## src/hw/rtl/srq_pkg.sv

```systemverilog
// ----------------------------------------------------------------------------
// srq_pkg
// Shared types and defaults for the sorted ready queue: command codes,
// transfer payload structs and the per-cycle cell operation struct.
// ----------------------------------------------------------------------------
`default_nettype none

package srq_pkg;

  localparam int QUEUE_DEPTH_DEF = 16;
  localparam int TIME_BITS_DEF   = 32;

  typedef enum logic [1:0] {
    CMD_ENQUEUE = 2'd0,
    CMD_SORT_IN = 2'd1,
    CMD_DEQUEUE = 2'd2,
    CMD_READ    = 2'd3
  } command_t;

  typedef struct packed {
    command_t    command;
    logic [7:0]  thread_handle;
    logic [31:0] ready_time;
  } in_t;

  typedef struct packed {
    logic [7:0]  out_handle;
    logic [31:0] out_ready_time;
    logic        found;
    logic        full_error;
    logic [4:0]  entry_count;
  } out_t;

  // Operation broadcast to every cell in a cycle.
  typedef struct packed {
    logic insert;  // place the new entry (queue not full)
    logic sort;    // insert by ready time, else at first free cell
    logic remove;  // shift toward head (queue not empty)
  } srq_op_t;

endpackage

`default_nettype wire

```

## src/hw/rtl/srq_cell.sv

```systemverilog
// ----------------------------------------------------------------------------
// srq_cell
// One queue slot. Holds valid, handle and ready time; on insert it holds,
// takes the new entry or takes its left neighbor; on remove it takes its
// right neighbor.
// ----------------------------------------------------------------------------
`default_nettype none

module srq_cell
  import srq_pkg::*;
#(
  parameter int TIME_BITS = TIME_BITS_DEF
) (
  input  wire logic                 clk,
  input  wire logic                 rst_n,
  input  wire srq_op_t              op,
  input  wire logic [7:0]           new_handle,
  input  wire logic [TIME_BITS-1:0] new_time,
  input  wire logic                 left_valid,
  input  wire logic [7:0]           left_handle,
  input  wire logic [TIME_BITS-1:0] left_time,
  input  wire logic                 right_valid,
  input  wire logic [7:0]           right_handle,
  input  wire logic [TIME_BITS-1:0] right_time,
  input  wire logic                 hit_in,
  output logic                      hit_out,
  output logic                      valid,
  output logic [7:0]                handle,
  output logic [TIME_BITS-1:0]      cell_time
);

  logic                 valid_r, valid_nxt;
  logic [7:0]           handle_r, handle_nxt;
  logic [TIME_BITS-1:0] time_r, time_nxt;
  logic                 hit_self;

  // Free cell, or (sort-in) held time not earlier than the new one.
  assign hit_self = !valid_r || (op.sort && (time_r >= new_time));
  assign hit_out  = hit_in || hit_self;

  always_comb begin
    valid_nxt  = valid_r;
    handle_nxt = handle_r;
    time_nxt   = time_r;
    priority if (op.insert && hit_in) begin
      valid_nxt  = left_valid;
      handle_nxt = left_handle;
      time_nxt   = left_time;
    end else if (op.insert && hit_self) begin
      valid_nxt  = 1'b1;
      handle_nxt = new_handle;
      time_nxt   = new_time;
    end else if (op.remove) begin
      valid_nxt  = right_valid;
      handle_nxt = right_handle;
      time_nxt   = right_time;
    end else begin
      valid_nxt  = valid_r;
      handle_nxt = handle_r;
      time_nxt   = time_r;
    end
  end

  always_ff @(posedge clk) begin
    if (!rst_n) begin
      valid_r <= 1'b0;
    end else begin
      valid_r <= valid_nxt;
    end
  end

  always_ff @(posedge clk) begin
    handle_r <= handle_nxt;
    time_r   <= time_nxt;
  end

  assign valid     = valid_r;
  assign handle    = handle_r;
  assign cell_time = time_r;

endmodule

`default_nettype wire

```

## src/hw/rtl/sorted_ready_queue.sv

```systemverilog
// ----------------------------------------------------------------------------
// sorted_ready_queue
// Bounded ready queue of thread handles kept in a row of shifting cells.
// ----------------------------------------------------------------------------
// Commands never wait: a transfer with start high is accepted at
// any edge (busy stays low), and its result shows on out_data with
// out_strobe high in the very next cycle, for that one cycle only. The
// receiver cannot stall, so results must be captured when strobed. Each
// cell compares its own ready time with the new key in the same cycle and
// shifts in step with its neighbors; the first-hit chain through the row
// of QUEUE_DEPTH cells sets the cycle's logic depth. Enqueue appends at the
// tail, sort-in goes ahead of the first entry whose ready time is equal or
// later, dequeue pops the head, read returns it in place. An insert into a
// full queue is dropped with full_error; dequeue/read on empty give found=0.
// ----------------------------------------------------------------------------
`default_nettype none

module sorted_ready_queue
  import srq_pkg::*;
#(
  parameter int QUEUE_DEPTH = QUEUE_DEPTH_DEF,
  parameter int TIME_BITS   = TIME_BITS_DEF
) (
  input  wire logic clk,
  input  wire logic rst_n,
  input  wire logic start,
  output logic      busy,
  input  wire in_t  in_data,
  output logic      out_strobe,
  output out_t      out_data
);

  localparam int CNT_W = $clog2(QUEUE_DEPTH + 1);

  // Extended row: index 0 and QUEUE_DEPTH+1 are boundaries, cell k at k+1.
  logic                 ext_valid  [0:QUEUE_DEPTH+1];
  logic [7:0]           ext_handle [0:QUEUE_DEPTH+1];
  logic [TIME_BITS-1:0] ext_time   [0:QUEUE_DEPTH+1];
  logic                 hit_chain  [0:QUEUE_DEPTH];

  logic [TIME_BITS-1:0] new_time;
  logic                 accept;
  logic                 is_insert, is_take;
  logic                 full, empty;
  srq_op_t              op;

  logic [CNT_W-1:0]     count_r, count_nxt;
  logic                 strobe_r;
  out_t                 result_r, result_nxt;

  // Commands never stall: busy is tied low.
  assign busy   = 1'b0;
  assign accept = start;

  assign new_time  = TIME_BITS'(in_data.ready_time);
  assign full      = (count_r == CNT_W'(QUEUE_DEPTH));
  assign empty     = (count_r == '0);
  assign is_insert = (in_data.command == CMD_ENQUEUE) || (in_data.command == CMD_SORT_IN);
  assign is_take   = (in_data.command == CMD_DEQUEUE) || (in_data.command == CMD_READ);

  assign op.insert = accept && is_insert && !full;
  assign op.sort   = (in_data.command == CMD_SORT_IN);
  assign op.remove = accept && (in_data.command == CMD_DEQUEUE) && !empty;

  // Boundaries: nothing left of the head (never selected), empty past tail.
  assign ext_valid[0]              = 1'b0;
  assign ext_handle[0]             = in_data.thread_handle;
  assign ext_time[0]               = new_time;
  assign ext_valid[QUEUE_DEPTH+1]  = 1'b0;
  assign ext_handle[QUEUE_DEPTH+1] = in_data.thread_handle;
  assign ext_time[QUEUE_DEPTH+1]   = new_time;
  assign hit_chain[0]              = 1'b0;

  for (genvar k = 0; k < QUEUE_DEPTH; k++) begin : g_cell
    srq_cell #(
      .TIME_BITS (TIME_BITS)
    ) u_cell (
      .clk          (clk),
      .rst_n        (rst_n),
      .op           (op),
      .new_handle   (in_data.thread_handle),
      .new_time     (new_time),
      .left_valid   (ext_valid[k]),
      .left_handle  (ext_handle[k]),
      .left_time    (ext_time[k]),
      .right_valid  (ext_valid[k+2]),
      .right_handle (ext_handle[k+2]),
      .right_time   (ext_time[k+2]),
      .hit_in       (hit_chain[k]),
      .hit_out      (hit_chain[k+1]),
      .valid        (ext_valid[k+1]),
      .handle       (ext_handle[k+1]),
      .cell_time    (ext_time[k+1])
    );
  end

  // Entry count follows the cell row.
  always_comb begin
    count_nxt = count_r;
    priority if (op.insert) begin
      count_nxt = count_r + CNT_W'(1);
    end else if (op.remove) begin
      count_nxt = count_r - CNT_W'(1);
    end else begin
      count_nxt = count_r;
    end
  end

  // Result: head entry for dequeue/read, zero data for inserts; full_error and count always.
  always_comb begin
    result_nxt                = '0;
    result_nxt.full_error     = is_insert && full;
    result_nxt.entry_count    = 5'(count_nxt);
    if (is_take && !empty) begin
      result_nxt.out_handle     = ext_handle[1];
      result_nxt.out_ready_time = 32'(ext_time[1]);
      result_nxt.found          = 1'b1;
    end
  end

  always_ff @(posedge clk) begin
    if (!rst_n) begin
      count_r  <= '0;
      strobe_r <= 1'b0;
    end else begin
      count_r  <= count_nxt;
      strobe_r <= accept;
    end
  end

  always_ff @(posedge clk) begin
    if (accept) begin
      result_r <= result_nxt;
    end
  end

  assign out_strobe = strobe_r;
  assign out_data   = result_r;

endmodule

`default_nettype wire

```

## config.mk

```make
export PLATFORM = sky130hd
export DESIGN_NAME = sorted_ready_queue
export DESIGN_NICKNAME = d
export VERILOG_FILES = /design/src/hw/rtl/srq_pkg.sv /design/src/hw/rtl/srq_cell.sv /design/src/hw/rtl/sorted_ready_queue.sv
export SDC_FILE = /design/constraint.sdc
export NUM_CORES = 2
export LEC_CHECK = 0
export BUFFER_PORTS_ARGS = -buffer_cell sky130_fd_sc_hd__buf_2
export CORE_MARGIN = 10
export CORE_UTILIZATION = 44
export DETAILED_ROUTE_END_ITERATION = 8
export PLACE_DENSITY = 0.66
export SETUP_SLACK_MARGIN = 0.02
export SYNTH_ARGS = -nofsm -noshare
export SYNTH_HDL_FRONTEND = slang
export SYNTH_SLANG_ARGS = --single-unit
```

## constraint.sdc

```tcl
create_clock -name clk -period 6.6 [get_ports clk]
set_clock_uncertainty 0.05 [all_clocks]
set_input_delay 0.99 -clock clk [delete_from_list [all_inputs] [get_ports clk]]
set_output_delay 0.99 -clock clk [all_outputs]
set_load 0.05 [all_outputs]
```

### Word level (Yosys, flattened, before mapping)

Cells that the tools add are included.

| cells by class | value |
|---|---|
| $add $sub $neg | 2 |
| multipliers | 0 |
| div/mod/pow operators | 0 |
| magnitude comparators | 16 |
| equality and inequality tests | 4 |
| shifts and indexed selects | 0 |
| mux-type cells | 144 |
| bitwise operators | 0 |
| reduce and logical (&&, ||, !) cells | 120 |

Operators with widths:

| kind | count |
|---|---|
| $mux 32 | 47 |
| $ge 32x32->1 | 16 |
| $mux 8 | 47 |
| $logic_and 1x1->1 | 52 |
| $mux 1 | 48 |
| $reduce_bool 3->1 | 15 |
| $logic_or 1x1->1 | 32 |
| $logic_not 1->1 | 18 |
| $mux 5 | 2 |
| $add 5x1->5 const B | 1 |
| $eq 5x5->1 const B | 1 |
| $logic_not 5->1 | 1 |
| $sub 5x1->5 const B | 1 |
| $eq 2x2->1 const B | 2 |
| $eq 2x1->1 const B | 1 |
| $logic_not 2->1 | 1 |
| $reduce_bool 2->1 | 1 |

| word-level totals | value |
|---|---|
| register bits after elaboration | 709 |
| bits in latches | 0 |
| RAM bits | 0 |
| ROM bits | 0 |
| input bits | 45 |
| output and inout bits | 49 |
| word-level logic and storage cells | 341 |
| memories | 0 |

### Longest topological paths before layout

| depth | value |
|---|---|
| word-level depth | 19 |
| mapped depth | 15 |
| mapped depth without buffers | 12 |

### Cells and area by module

A second synthesis with hierarchy kept.

| second synthesis, totals | value |
|---|---|
| cell total of the unflattened synthesis | 5105 |
| area, all modules | 54031.8 sq um |

By module, submodules not included:

| module | times used | cells each | area each (sq um) | seq. area each (sq um) |
|---|---|---|---|---|
| srq_cell | 16 | 310 | 3241.9 | 1221.2 |
| sorted_ready_queue | 1 | 145 | 2162.1 | 1531.5 |

### Worst setup path after synthesis

No wires, ideal clock.

| path | value |
|---|---|
| kind | in2reg |
| start | in in_data[11] (netlist name) |
| end | reg g_cell[12].u_cell.time_r[0] (enable) |
| setup time | 0.493 ns |
| data arrival time | 6.461 ns |
| required time | 6.057 ns |
| path slack | -0.404 ns |
| stages on the path | 11 |
| buffers on the path | 1 |
| path through | clkbuf_1 clkinv_1 ha_1 nand2_1 nor2_1 or4b_2 a311oi_1 o21ai_0 o2111ai_1 nor4_4 o21ai_0 |

| on the way | value |
|---|---|
| word-level cells in the longest chain between the ends | 16 |
| elaborated cells between the ends (all ways) | 53 |
| classes of those cells | order compare (13); reduce/logical (40) |

RTL lines:

| item | line | text |
|---|---|---|
| from (decl) | sorted_ready_queue.sv:28 | `input wire in_t in_data,` |
| $ge 32x32->1 | srq_cell.sv:38 | `assign hit_self = !valid_r \|\| (op.sort && (time_r >= new_time));` |
| $logic_and 1x1->1 | srq_cell.sv:38 |  |
| $logic_or 1x1->1 | srq_cell.sv:38 |  |
| $logic_or 1x1->1 (11 in a row) | srq_cell.sv:39 | `assign hit_out = hit_in \|\| hit_self;` |
| $logic_and 1x1->1 | srq_cell.sv:45 | `priority if (op.insert && hit_in) begin` |
| $reduce_bool 3->1 (no line) * | - |  |
| to (signal assigned) | srq_cell.sv:74 | `time_r <= time_nxt;` |
| to (decl) | srq_cell.sv:34 | `logic [TIME_BITS-1:0] time_r, time_nxt;` |

Every way passes the cells marked *; elsewhere a longest branch is shown, timed or not.
A chain may end at the register's enable or synchronous reset.

### Final worst setup path

| path | value |
|---|---|
| start | in in_data[14] (netlist name) |
| end | reg g_cell[13].u_cell.time_r[21] (data pin) |

| on the way | value |
|---|---|
| word-level cells in the longest chain between the ends | 17 |
| elaborated cells between the ends (all ways) | 58 |
| classes of those cells | order compare (14); mux (2); reduce/logical (42) |

RTL lines:

| item | line |
|---|---|
| $ge 32x32->1 | srq_cell.sv:38 |
| $logic_and 1x1->1 | srq_cell.sv:38 |
| $logic_or 1x1->1 | srq_cell.sv:38 |
| $logic_or 1x1->1 (12 in a row) | srq_cell.sv:39 |
| $logic_and 1x1->1 | srq_cell.sv:45 |
| $mux 32 * | srq_cell.sv:45 |
| net g_cell[13].u_cell.time_nxt[21] | srq_cell.sv:34 |
| to (signal assigned) | srq_cell.sv:74 |
| to (decl) | srq_cell.sv:34 |

The timed path passes the listed nets; every way through them passes the cells marked *.

==> metrics.log <==
[metrics] result of the run: completed
[metrics] number of global-route vias before repair: ~35,000
[metrics] post-detailed-route via-to-cell ratio: 5.88
[metrics] CTS Root Cell: sky130_fd_sc_hd__clkbuf_16
[metrics] ranking of synthesized cells by area: sky130_fd_sc_hd__edfxtp_1 (46%), sky130_fd_sc_hd__ha_1 (14%), sky130_fd_sc_hd__a21oi_1 (6.8%)
[metrics] fraction of final layout cells with drive strength greater than 1: 0.0959
[metrics] internal cell power: approximately 9600 uW
[metrics] first-pass GRT wire length: 203,000 um
[metrics] clock-pin slew on the worst setup and hold paths: about 0.060 ns
[metrics] 1st-pass router iterations: 7
[metrics] Min Clock Period, post-route: about 5.5 ns
[metrics] crit path max fanout: 49
[metrics] Power per Cell Area: 279 nW/um^2
[metrics] clock sink count: 709
[metrics] total congestion overflow after global routing: 0
[metrics] Total Routed Length: 131,000 um
[metrics] via total after detailed routing: between 30,000 and 40,000
[metrics] post-cts gate resize count: 0
[metrics] overall die area: 116,000 um^2
[metrics] synthesis warning total: 0
[metrics] Worst R2R Setup Slack: 1.62 ns
[metrics] register share of total power: 0.454
[metrics] IR Drop Worst-Case VDD: just over 0.2 mV
[metrics] hold path endpoint: g_cell[15].u_cell.valid
[metrics] endpoint of the worst-slack reg-to-reg timing path: g_cell[15].u_cell.cell_time[6]
[metrics] register bit total from synthesis: between 700 and 800
[metrics] source-to-sink clock delay at the later pin of the worst-skew pair: 0.66 ns
[metrics] most common flop cell mapped by yosys: sky130_fd_sc_hd__edfxtp_1
[metrics] unrepaired setup endpoints after global routing: false
[metrics] MaxCap Viol Count: 0
[metrics] layout net count: a little over 5,000
[metrics] share of synthesized area occupied by flip-flops and latches: 0.465
[metrics] capturing element type of the critical path: flop
[metrics] number of rows created at floorplan: roughly 120
[metrics] cell area after synthesis: 45,300 um^2
[metrics] antenna-violating nets left: 0
[metrics] proportion of netlist area held by the largest area contributor: 0.455
[metrics] mean post-synth cell area: slightly below 10 um^2
[metrics] worst setup path category: primary input to flop
[metrics] Static Leakage: between 0.015 and 0.02 uW
[metrics] fraction of power spent switching nets: 0.317
[metrics] total routing usage reported by global routing: 0.219
[metrics] Reg area: 21,100 um^2
[metrics] Req. time, crit path: 6.93 ns
[metrics] # Post-CTS Setup Buffers: 0
[metrics] maximum number of buffers from clock root to sink: 3
[metrics] number of buffers added on ports: about 90
[metrics] antenna violations before repair: 7
[metrics] TritonCTS clock tree: done
[metrics] count of flip-flops with a built-in enable after synthesis: 687
[metrics] routed wirelength normalized by instance count: 21.8 um
[metrics] count of boundary I/O pins: 94
[metrics] Final Slew Violations: 0
[metrics] Final Hold Fails: 0
[metrics] element type at the critical path start: primary input
[metrics] power share of the combinational group: 0.219
[metrics] worst relative slew slack: 0.0490
[metrics] maximum achievable frequency: 182 MHz
[metrics] critical register-to-register path startpoint: g_cell[0].u_cell.cell_time[0]
[metrics] Hold Path Depth: 2
[metrics] period utilization: 0.831
[metrics] hold-fix buffer count after cts: 0
[metrics] source of the worst hold timing path: g_cell[15].u_cell.valid
[metrics] maximum number of pins on one net before global-route repair: 122
[metrics] post-detail-place hpwl: a little under 100,000 um
[metrics] worst-case reg-to-reg path depth: 12
[metrics] Initial Utilization: 0.444
[metrics] final core utilization: 0.494
[metrics] Least-Margin Pin Slew: between 1 and 1.5 ns
[metrics] routability congestion estimate from global placement: 0.907
[metrics] multi-input combinational cell area: 23,200 um^2
[metrics] async set or reset register ratio after synthesis: 0
[metrics] CTS H-Tree Depth: 3
[metrics] Data arrival, critical path: 5.82 ns
[metrics] Hold Crit Class: flop to flop
[metrics] Layout fillers: 9,319
[metrics] area inside the core boundary: 102,000 um^2
[metrics] DR iter-0 viols: 3,162
[metrics] net count after synthesis: 5,116
[metrics] Synth area leader: sky130_fd_sc_hd__edfxtp_1
[metrics] unique cell type count in the Yosys netlist: 76
[metrics] instance count of the mapped netlist: roughly 4,600
[metrics] number of failing setup endpoints in the final timing report: 0
[metrics] die span in x: 341 um
[metrics] setup_tns: 0 ns
[metrics] switching power total: 4450 uW
[metrics] clock buffers created by TritonCTS: 82
[metrics] floorplan die height: 341 um
[metrics] hold_ws: 0.460 ns
[metrics] relative contribution of the clock network to total power: 0.327
[metrics] area grow syn2layout: 11.2%
[metrics] Residual DRC: 0
==> worst max-delay path, stage by stage <==
cell	delay, ns
sky130_fd_sc_hd__buf_2	0.23
sky130_fd_sc_hd__clkinv_1	0.50
sky130_fd_sc_hd__buf_4	0.35
sky130_fd_sc_hd__ha_1	0.29
sky130_fd_sc_hd__nand4_1	0.23
sky130_fd_sc_hd__o41ai_1	0.81
sky130_fd_sc_hd__a31oi_1	0.42
sky130_fd_sc_hd__nand4_1	0.20
sky130_fd_sc_hd__buf_4	0.16
sky130_fd_sc_hd__nor4_4	0.07
sky130_fd_sc_hd__buf_4	0.18
sky130_fd_sc_hd__nor2_4	0.78
sky130_fd_sc_hd__buf_4	0.44
sky130_fd_sc_hd__o21ai_0	0.14
==> metal layers <==
metal  part of all wire  up-vias  GRT usage
met3              0.068      268     0.0425
li1                   -    17000          -
met1               0.42    17000      0.282
met2               0.48     1115      0.366
met5            0.00053        -          0
met4              0.035       12     0.0739
==> metrics by stage <==
| step | total power (uW) | setup WS, ns | instances | instance area, um^2 |
|---|---|---|---|---|
| after floorplan | 8390 | 0.0220 | 4557 | 45300 |
| after global placement | 9390 | 0.588 | 5876 | 47700 |
| after detailed placement | 9490 | 0.532 | 5876 | 47700 |
| after CTS | 14100 | 1.23 | 6027 | 50400 |
| after global routing | 14700 | 0.945 | 6027 | 50400 |
| final | 14000 | 1.11 | 6030 | 50400 |
==> power by group through the flow <==
stage / Sequential (uW) / Combinational (uW) / Clock, uW
2_1_floorplan: 6350 / 2030 / 0
3_3_place_gp: 6460 / 2920 / 0
3_5_place_dp: 6460 / 3030 / 0
4_1_cts: 6380 / 3050 / 4670
5_1_grt: 6450 / 3460 / 4830
6_report: 6380 / 3080 / 4590
==> kinds of logic (layout without fill, tap and decap cells) <==
| logic type | Yosys count | in the layout | synth area share |
|---|---|---|---|
| multiplexers | 352 | 352 | 0.0797 |
| AND/OR/NAND/NOR | 1292 | 1292 | 0.122 |
| other | 1 | 4 | 0.0000828 |
| flip-flops | 709 | 709 | 0.465 |
| XOR/XNOR | 4 | 4 | 0.000773 |
| buffers and inverters | 344 | 446 | 0.0296 |
| AO/OA/AOI/OAI | 1341 | 1341 | 0.161 |
| adder cells (fa/ha/maj) | 514 | 514 | 0.142 |
==> synthesized netlist by cell type (all sizes together) (11+ instances only) <==
master	n
nor4	11
nand2	535
nor2	499
clkinv	32
dfxtp	22
edfxtp	687
a211oi	27
nand3	32
o21ai	511
a21o	35
nand4	64
clkbuf	228
nor2b	14
and2	48
mux2i	302
nand2b	24
inv	41
buf	43
nor3	25
mux2	50
ha	514
o211ai	11
o22ai	47
a21oi	612
==> how the worst max path moves through the flow <==
stage,startpoint,endpoint,slack [ns],depth (start not counted)
2_1_floorplan,in_data[30],g_cell[0].u_cell.cell_time[0],0.02,9
3_3_place_gp,in_data[14],g_cell[13].u_cell.cell_time[16],0.59,14
3_5_place_dp,in_data[14],g_cell[13].u_cell.cell_time[25],0.53,14
4_1_cts,in_data[14],g_cell[13].u_cell.cell_time[15],1.23,14
5_1_grt,in_data[12],g_cell[15].u_cell.cell_time[6],0.94,15
6_report,in_data[14],g_cell[13].u_cell.cell_time[21],1.11,14
==> cell type report <==
| class | count | area share |
|---|---|---|
| multi-input cells | 3504 | 0.460 |
| flip-flops and latches | 709 | 0.418 |
| clock buffers | 91 | 0.0418 |
| well taps | 1368 | 0.0340 |
| repair buffers | 222 | 0.0300 |
| clock inverters | 60 | 0.0105 |
| inverters | 73 | 0.00544 |
| diodes | 3 | 0.000149 |
==> flip-flops by register name (all words and copies together) (netlist names) <==
| signal | flops |
|---|---|
| count_r | 5 |
| g_cell.u_cell.valid | 16 |
| out_strobe | 1 |
| out_data | 47 |
| g_cell.u_cell.cell_time | 512 |
| g_cell.u_cell.handle | 128 |
==> placed cells by master, fill, tap and decap left out, types with 54 or more instances in the layout <==
cell	n
sky130_fd_sc_hd__nor2_1	489
sky130_fd_sc_hd__nand2_1	531
sky130_fd_sc_hd__nand4_1	64
sky130_fd_sc_hd__ha_1	514
sky130_fd_sc_hd__buf_2	92
sky130_fd_sc_hd__clkinv_1	54
sky130_fd_sc_hd__a21oi_1	608
sky130_fd_sc_hd__mux2i_1	302
sky130_fd_sc_hd__o21ai_0	501
sky130_fd_sc_hd__buf_4	124
sky130_fd_sc_hd__clkbuf_16	83
sky130_fd_sc_hd__edfxtp_1	687
(Power assumes the default switching activity.)
